$ cat config.mk
export PLATFORM = sky130hd
export DESIGN_NAME = snes_pad_mouse_poller_unit
export DESIGN_NICKNAME = d
export VERILOG_FILES = /design/src/design/snpp_pkg.sv /design/src/design/snpp_core.sv /design/src/design/snpp_skid.sv /design/src/design/snes_pad_mouse_poller_unit.sv
export SDC_FILE = /design/constraint.sdc
export NUM_CORES = 1
export LEC_CHECK = 0
export BUFFER_PORTS_ARGS = -buffer_cell sky130_fd_sc_hd__buf_2
export CORE_ASPECT_RATIO = 0.6
export CORE_UTILIZATION = 40
export CTS_CLUSTER_DIAMETER = 60
export DETAILED_ROUTE_END_ITERATION = 12
export GPL_ROUTABILITY_DRIVEN = 0
export PLACE_DENSITY = 0.67
export SYNTH_ARGS = -nofsm -noshare
export SYNTH_HDL_FRONTEND = slang
export SYNTH_SLANG_ARGS = --single-unit
$ cat constraint.sdc
create_clock -name clock -period 11.2 [get_ports clock]
set_input_delay 2.24 -clock clock [delete_from_list [all_inputs] [get_ports clock]]
set_output_delay 2.24 -clock clock [all_outputs]
set_load 0.05 [all_outputs]
$ cat src/design/snpp_pkg.sv
// ----------------------------------------------------------------------------
// snpp_pkg
// Shared types and constants for the pad/mouse serial poller.
// ----------------------------------------------------------------------------
package snpp_pkg;

   // number of bytes read per poll
   localparam int POLL_BYTES = 4;
   localparam int SHIFT_W    = 32;
   localparam int POS_W      = $clog2(SHIFT_W);

   // clock pulses in one poll
   localparam logic [5:0] POLL_BITS = 6'(8 * POLL_BYTES);

   // configuration register indexes
   localparam logic CSR_LATCH_TICKS       = 1'b0;
   localparam logic CSR_HALF_PERIOD_TICKS = 1'b1;

   // configuration reset values
   localparam logic [7:0] LATCH_TICKS_RST       = 8'd12;
   localparam logic [7:0] HALF_PERIOD_TICKS_RST = 8'd6;

   // byte 1 low nibble codes
   localparam logic [3:0] NIB_NES   = 4'hf;
   localparam logic [3:0] NIB_MOUSE = 4'he;

   // pad kind codes
   localparam logic [1:0] KIND_SNES  = 2'd0;
   localparam logic [1:0] KIND_NES   = 2'd1;
   localparam logic [1:0] KIND_MOUSE = 2'd2;

   // poll sequencer phases
   typedef enum logic [3:0] {
      PH_IDLE  = 4'b0001,
      PH_LATCH = 4'b0010,
      PH_HIGH  = 4'b0100,
      PH_LOW   = 4'b1000
   } snpp_phase_type;

   typedef struct packed {
      logic start_poll;
      logic data_line;
      logic report_taken;
   } snpp_req_type;

   typedef struct packed {
      logic        latch_level;
      logic        clock_level;
      logic        busy_res;
      logic        report_valid;
      logic [1:0]  pad_kind;
      logic [15:0] buttons;
      logic [31:0] raw_bytes;
      logic        changed;
   } snpp_rsp_type;

   // zero duration acts as one tick
   function automatic logic [7:0] eff_dur(input logic [7:0] v);
      return (v == 8'd0) ? 8'd1 : v;
   endfunction

endpackage

$ cat src/design/snpp_core.sv
// ----------------------------------------------------------------------------
// snpp_core
// Poll sequencer: phase, tick and bit counters, shift store and the
// read/reported byte registers; forms the response word for each tick.
// ----------------------------------------------------------------------------
module snpp_core import snpp_pkg::*; (
   input  logic         clock,
   input  logic         reset,
   input  logic         tick_accept,
   input  snpp_req_type tick_word,
   input  logic [7:0]   latch_ticks,
   input  logic [7:0]   half_period_ticks,
   output snpp_rsp_type result_word
);

   snpp_phase_type      phase_ff, phase_in, phase_cur;
   logic [7:0]          tick_count_ff, tick_count_in, tick_cur;
   logic [5:0]          bit_count_ff, bit_count_in, bit_cur, bit_next;
   logic [SHIFT_W-1:0]  shift_ff, shift_in, shift_cur;
   logic [31:0]         read_bytes_ff, read_bytes_in;
   logic [31:0]         reported_ff, reported_in;
   logic [8:0]          tick_inc;
   logic [7:0]          latch_dur, half_dur;
   logic [POS_W-1:0]    bit_pos;
   logic                report_valid;
   logic [3:0]          nib;

   assign latch_dur = eff_dur(latch_ticks);
   assign half_dur  = eff_dur(half_period_ticks);

   // start of poll overrides idle state for this tick
   always_comb begin
      phase_cur = phase_ff;
      tick_cur  = tick_count_ff;
      bit_cur   = bit_count_ff;
      shift_cur = shift_ff;
      if (phase_ff == PH_IDLE && tick_word.start_poll) begin
         phase_cur = PH_LATCH;
         tick_cur  = 8'd0;
         bit_cur   = 6'd0;
         shift_cur = '0;
      end
   end

   assign tick_inc = {1'b0, tick_cur} + 9'd1;
   assign bit_next = bit_cur + 6'd1;
   // msb first within each byte
   assign bit_pos  = {bit_cur[POS_W-1:3], ~bit_cur[2:0]};

   // phase sequencing
   always_comb begin
      phase_in      = phase_cur;
      tick_count_in = tick_cur;
      bit_count_in  = bit_cur;
      shift_in      = shift_cur;
      read_bytes_in = read_bytes_ff;
      report_valid  = 1'b0;
      unique case (phase_cur)
         PH_IDLE: begin
         end
         PH_LATCH: begin
            if (tick_inc >= {1'b0, latch_dur}) begin
               phase_in      = PH_HIGH;
               tick_count_in = 8'd0;
            end else begin
               tick_count_in = tick_inc[7:0];
            end
         end
         PH_HIGH: begin
            if (tick_inc >= {1'b0, half_dur}) begin
               phase_in      = PH_LOW;
               tick_count_in = 8'd0;
            end else begin
               tick_count_in = tick_inc[7:0];
            end
         end
         PH_LOW: begin
            // sample inverted data at the falling edge
            if (tick_cur == 8'd0 && !tick_word.data_line) begin
               shift_in = shift_cur | (SHIFT_W'(1) << bit_pos);
            end
            if (tick_inc >= {1'b0, half_dur}) begin
               tick_count_in = 8'd0;
               if (bit_next >= POLL_BITS) begin
                  read_bytes_in = shift_in;
                  phase_in      = PH_IDLE;
                  bit_count_in  = 6'd0;
                  report_valid  = 1'b1;
               end else begin
                  bit_count_in = bit_next;
                  phase_in     = PH_HIGH;
               end
            end else begin
               tick_count_in = tick_inc[7:0];
            end
         end
         default: begin
            phase_in      = PH_IDLE;
            tick_count_in = 8'd0;
         end
      endcase
   end

   // classification and report fields
   assign nib = read_bytes_in[11:8];

   always_comb begin
      result_word              = '0;
      result_word.latch_level  = (phase_cur == PH_LATCH);
      result_word.clock_level  = (phase_cur != PH_LOW);
      result_word.busy_res     = (phase_cur != PH_IDLE);
      result_word.report_valid = report_valid;
      result_word.raw_bytes    = read_bytes_in;
      result_word.changed      = (read_bytes_in != reported_ff);
      if (nib == NIB_NES) begin
         result_word.pad_kind = KIND_NES;
         result_word.buttons  = {8'd0, read_bytes_in[7:0]};
      end else begin
         result_word.pad_kind = (nib == NIB_MOUSE) ? KIND_MOUSE : KIND_SNES;
         result_word.buttons  = read_bytes_in[15:0];
      end
   end

   // copy taken after the compare
   assign reported_in = tick_word.report_taken ? read_bytes_in : reported_ff;

   // state registers
   always_ff @(posedge clock) begin
      if (reset) begin
         phase_ff      <= PH_IDLE;
         tick_count_ff <= 8'd0;
         bit_count_ff  <= 6'd0;
         shift_ff      <= '0;
         read_bytes_ff <= 32'd0;
         reported_ff   <= 32'd0;
      end else if (tick_accept) begin
         phase_ff      <= phase_in;
         tick_count_ff <= tick_count_in;
         bit_count_ff  <= bit_count_in;
         shift_ff      <= shift_in;
         read_bytes_ff <= read_bytes_in;
         reported_ff   <= reported_in;
      end
   end

endmodule

$ cat src/design/snpp_skid.sv
// ----------------------------------------------------------------------------
// snpp_skid
// Response output register with one skid entry; input stall comes from
// the skid entry only.
// ----------------------------------------------------------------------------
module snpp_skid import snpp_pkg::*; (
   input  logic         clock,
   input  logic         reset,
   input  logic         in_accept,
   input  snpp_rsp_type in_word,
   output logic         in_stall,
   output logic         out_valid,
   input  logic         out_stall,
   output snpp_rsp_type out_word
);

   logic         out_valid_ff, out_valid_in;
   logic         skid_valid_ff, skid_valid_in;
   snpp_rsp_type out_word_ff, out_word_in;
   snpp_rsp_type skid_word_ff, skid_word_in;
   logic         out_take;

   assign out_take  = out_valid_ff && !out_stall;
   assign in_stall  = skid_valid_ff;
   assign out_valid = out_valid_ff;
   assign out_word  = out_word_ff;

   // output and skid steering
   always_comb begin
      out_valid_in  = out_valid_ff;
      skid_valid_in = skid_valid_ff;
      out_word_in   = out_word_ff;
      skid_word_in  = skid_word_ff;
      if (in_accept) begin
         if (!out_valid_ff || out_take) begin
            out_valid_in = 1'b1;
            out_word_in  = in_word;
         end else begin
            skid_valid_in = 1'b1;
            skid_word_in  = in_word;
         end
      end else if (out_take) begin
         if (skid_valid_ff) begin
            out_word_in   = skid_word_ff;
            skid_valid_in = 1'b0;
         end else begin
            out_valid_in = 1'b0;
         end
      end
   end

   always_ff @(posedge clock) begin
      if (reset) begin
         out_valid_ff  <= 1'b0;
         skid_valid_ff <= 1'b0;
      end else begin
         out_valid_ff  <= out_valid_in;
         skid_valid_ff <= skid_valid_in;
      end
   end

   always_ff @(posedge clock) begin
      out_word_ff  <= out_word_in;
      skid_word_ff <= skid_word_in;
   end

endmodule

$ cat src/design/snes_pad_mouse_poller_unit.sv
// output: a response word is registered in the output register, or in the skid
//   entry while the output register is held, when its tick word is accepted
// throughput: one tick word per cycle while the skid entry is empty, set by
//   the sequencer update and the output register with one skid entry
// reset: synchronous; sequencer idle, byte registers zero, latch 12 and
//   half period 6 ticks, output and skid empty
// ----------------------------------------------------------------------------
// snes_pad_mouse_poller_unit
// Tick-driven poller for the pad serial port: latch pulse, clock pulses,
// data sampling, pad classification and change reporting.
// ----------------------------------------------------------------------------
module snes_pad_mouse_poller_unit import snpp_pkg::*; (
   input  logic         clock,
   input  logic         reset,
   input  logic         req_valid,
   output logic         req_stall,
   input  snpp_req_type req_word,
   output logic         rsp_valid,
   input  logic         rsp_stall,
   output snpp_rsp_type rsp_word,
   input  logic         csr_write_en,
   input  logic         csr_index,
   input  logic [7:0]   csr_wdata
);

   logic [7:0]   latch_ticks_ff, latch_ticks_in;
   logic [7:0]   half_period_ff, half_period_in;
   logic         req_accept;
   snpp_rsp_type core_word;

   assign req_accept = req_valid && !req_stall;

   // configuration registers
   always_comb begin
      latch_ticks_in = latch_ticks_ff;
      half_period_in = half_period_ff;
      if (csr_write_en) begin
         unique case (csr_index)
            CSR_LATCH_TICKS:       latch_ticks_in = csr_wdata;
            CSR_HALF_PERIOD_TICKS: half_period_in = csr_wdata;
            default: begin
            end
         endcase
      end
   end

   always_ff @(posedge clock) begin
      if (reset) begin
         latch_ticks_ff <= LATCH_TICKS_RST;
         half_period_ff <= HALF_PERIOD_TICKS_RST;
      end else begin
         latch_ticks_ff <= latch_ticks_in;
         half_period_ff <= half_period_in;
      end
   end

   // sequencer
   snpp_core u_core (
      .clock             (clock),
      .reset             (reset),
      .tick_accept       (req_accept),
      .tick_word         (req_word),
      .latch_ticks       (latch_ticks_ff),
      .half_period_ticks (half_period_ff),
      .result_word       (core_word)
   );

   // response buffering
   snpp_skid u_skid (
      .clock     (clock),
      .reset     (reset),
      .in_accept (req_accept),
      .in_word   (core_word),
      .in_stall  (req_stall),
      .out_valid (rsp_valid),
      .out_stall (rsp_stall),
      .out_word  (rsp_word)
   );

endmodule

==> flow_summary.json <==
{
  "power_frac_clock": 0.390,
  "cpMostUsedCell": "nand2_1",
  "intPower_mw": 1.40,
  "cts_max_path_buffers": 3,
  "cts_sinks": 226,
  "setup_viol_count_final": 0,
  "crit_path_cell_trace": "buf_2 > nand2_1 > buf_4 > nand2_1 > inv_1 > ha_1 > nand2_1 > xor2_1 > nor2_1 > ha_1 > a21oi_1 > nor2b_1 > a211oi_2 > a31oi_2 > nand2_4 > inv_2 > mux2i_1 > nor2b_1 > and2_1 > mux2_2",
  "post-route-min-period_ps": 7080,
  "clk_pin_slew_ps": 60,
  "drive_gt1_frac": 0.124,
  "final_common_cell": "nor2_1",
  "whs_ps": 458,
  "worst_pin_slew_ps": 1060,
  "cts_max_level": 1,
  "synth-seq-cells": 226,
  "syn_to_final_growth_pct": 11.7,
  "antenna_found_initial": 0,
  "max_cap_viol_count": 0,
  "grt.total_usage": 0.198,
  "yosysWarnings": 0,
  "p_sw_frac": 0.280,
  "combPwrFrac": 0.132,
  "antenna_cells": 0,
  "coreArea_um2": 26600,
  "synth-async-reset-ratio": 0,
  "drv_slew": 0,
  "seqPwrFrac": 0.478,
  "cts_buffers": 23,
  "cp.arrival_ps": 7360,
  "cts-resized-gates": 0,
  "max-vdd-ir-drop_mv": 0.0892,
  "p_leak_nw": 4.70,
  "grt_pass1_wl_mm": 43.8,
  "switchingPower_mw": 0.543,
  "post_cts_buffers": 0,
  "final_nets": 1234,
  "fin_cells": 1570,
  "drt_pass1_iterations": 7,
  "critPathRequiredTime_ps": 11480,
  "cp_slowest_cell": "a31oi_2",
  "yosys.cell_types.count": 79,
  "setup_tns_ps": 0,
  "crit_end": "u_skid.out_word[49]",
  "rows": 46,
  "route.detailed.wl_per_inst_um": 17.9,
  "first_global_vias": 7887,
  "drc_errors": 0,
  "syn_nets": 1210,
  "reg2reg_slack_ps": 5100,
  "dieArea_um2": 28000,
  "cts_tree": "done",
  "rr_endpoint": "u_skid.out_word[49]",
  "slew_headroom": 0.294,
  "yosysSeqAreaShare": 0.500,
  "yosys.area.top_type": "edfxtp_1",
  "finalPower_mw": 1.94,
  "drt_iter0_drc": 945,
  "reg2reg_from": "u_core.phase_ff[0]",
  "die_y_um": 130,
  "max_freq_ghz": 0.141,
  "synth_ff_type": "dfxtp_1",
  "period_share": 0.632,
  "vias_per_cell": 5.59,
  "start_kind": "primary input",
  "hpwl_mm": 19.3,
  "wirelength_mm": 28.1,
  "ctsHoldBuffers": 0,
  "start_util": 0.411,
  "synth_enable_flop_cells": 94,
  "hold_depth": 2,
  "min_path_type": "register to register",
  "gr-total-overflow": 0,
  "clockRootBuffer": "clkbuf_16",
  "cp_max_fo": 37,
  "worstSetupEndpointType": "register",
  "syn_area_um2": 10900,
  "via_count": 8777,
  "dp_cells": 1528,
  "timing_worst_setup_path_type": "primary input to register",
  "startpoint": "req_word[2]",
  "power_density_nw_per_um2": 159,
  "synth_area_leaders": "edfxtp_1, dfxtp_1, nor2_1",
  "hold_viol": 0,
  "rr_worst_depth": 20,
  "netlist_instances": 1169,
  "skew_ps": 15.0,
  "ant_nets": 0,
  "status": "finished, final reports clean",
  "clock_latency_ps": 530,
  "avgSynthCellArea_um2": 9.36,
  "layout_common_cells": "nor2_1, dfxtp_1, nand2_1, edfxtp_1, a21oi_1",
  "rsz0062_at_grt": "no",
  "grt_max_degree": 104,
  "yosysTopAreaCellShare": 0.258,
  "die_w_um": 216,
  "cpPeakStageDelay_ps": 760,
  "io_buffers": 73,
  "pin_count": 74
}
==> sequential cells by signal, summed over array words and instances, names as in the netlist <==
name / cells
u_core.shift_ff: 32
u_core.phase_ff: 4
latch_ticks_ff: 8
half_period_ff: 8
u_core.tick_count_ff: 8
u_skid.in_stall: 1
u_skid.skid_word_ff: 47
u_skid.out_word: 47
u_core.bit_count_ff: 6
u_skid.out_valid: 1
u_core.reported_ff: 32
u_core.read_bytes_ff: 32
==> synthesized netlist by cell type, types with 11 or more instances <==
| cell | instances |
|---|---|
| nand4_1 | 15 |
| edfxtp_1 | 94 |
| a31oi_1 | 14 |
| xor2_1 | 21 |
| mux2i_1 | 13 |
| ha_1 | 24 |
| a22oi_1 | 23 |
| o21ai_0 | 22 |
| dfxtp_1 | 132 |
| and2_1 | 16 |
| xnor2_1 | 22 |
| clkbuf_1 | 52 |
| a21oi_1 | 89 |
| nand2_1 | 106 |
| a41oi_1 | 11 |
| nor2b_1 | 13 |
| nor3_1 | 15 |
| buf_2 | 17 |
| inv_1 | 58 |
| nor2_1 | 183 |
| nand3_1 | 15 |
| a211oi_1 | 56 |
==> power groups by stage <==
stage | Sequential [mW] | Combinational, mW | Clock [mW]
floorplan | 0.996 | 0.143 | 0
global placement | 0.945 | 0.252 | 0
detailed placement | 0.947 | 0.254 | 0
CTS | 0.929 | 0.256 | 0.777
global route | 0.933 | 0.277 | 0.810
finish | 0.929 | 0.257 | 0.758
==> worst min-delay path by stage <==
stage / end / slack [ps] / from
finish: u_core.shift_ff[25] / 460 / u_core.shift_ff[25]
global route: u_core.shift_ff[25] / 480 / u_core.shift_ff[25]
CTS: latch_ticks_ff[7] / 460 / latch_ticks_ff[7]
detailed placement: latch_ticks_ff[7] / 450 / latch_ticks_ff[7]
global placement: u_core.shift_ff[25] / 440 / u_core.shift_ff[25]
floorplan: u_core.shift_ff[25] / 430 / u_core.shift_ff[25]
==> layout make-up <==
class                   instances  area [um^2]
clock buffers                  35          693
clock inverters                 7         46.3
fillers                      2553        14400
inverters                      60          225
multi-input cells             799         4890
flip-flops and latches        226         5470
well taps                     360          450
repair buffers                 83          443
==> stage by stage <==
step	instance area, um^2	setup WS (ps)	utilization
6_report	12200	4120	0.458
5_1_grt	12200	3780	0.458
4_1_cts	12200	4240	0.458
3_5_place_dp	11500	3680	0.431
3_3_place_gp	11500	3860	0.431
2_1_floorplan	10900	5100	-
==> cell families after synthesis <==
kind of cell / after synthesis / synth area share
flip-flops: 226 / 0.500
buffers and inverters: 144 / 0.0551
adder cells (fa/ha/maj): 24 / 0.0274
AO/OA/AOI/OAI: 291 / 0.181
multiplexers: 20 / 0.0197
XOR/XNOR: 43 / 0.0344
AND/OR/NAND/NOR: 421 / 0.183
==> metal layers <==
layer,part of all wire,wire length (um),GRT usage
met1,0.50,14000,0.309
met2,0.39,11000,0.271
met3,0.099,2780,0.0515
met4,0.013,367,0.0346
met5,0,0,0
==> critical path, delay by kind of cell <==
kind                       cells  cell delay, ps
adders and majority gates      2             570
AOI/OAI and AO/OA              3             890
and+or+nand+nor                8            1460
muxes                          2             850
xor gates and xnor gates       1             140
buffers and inverters          4            1180
(Power assumes the default switching activity.)
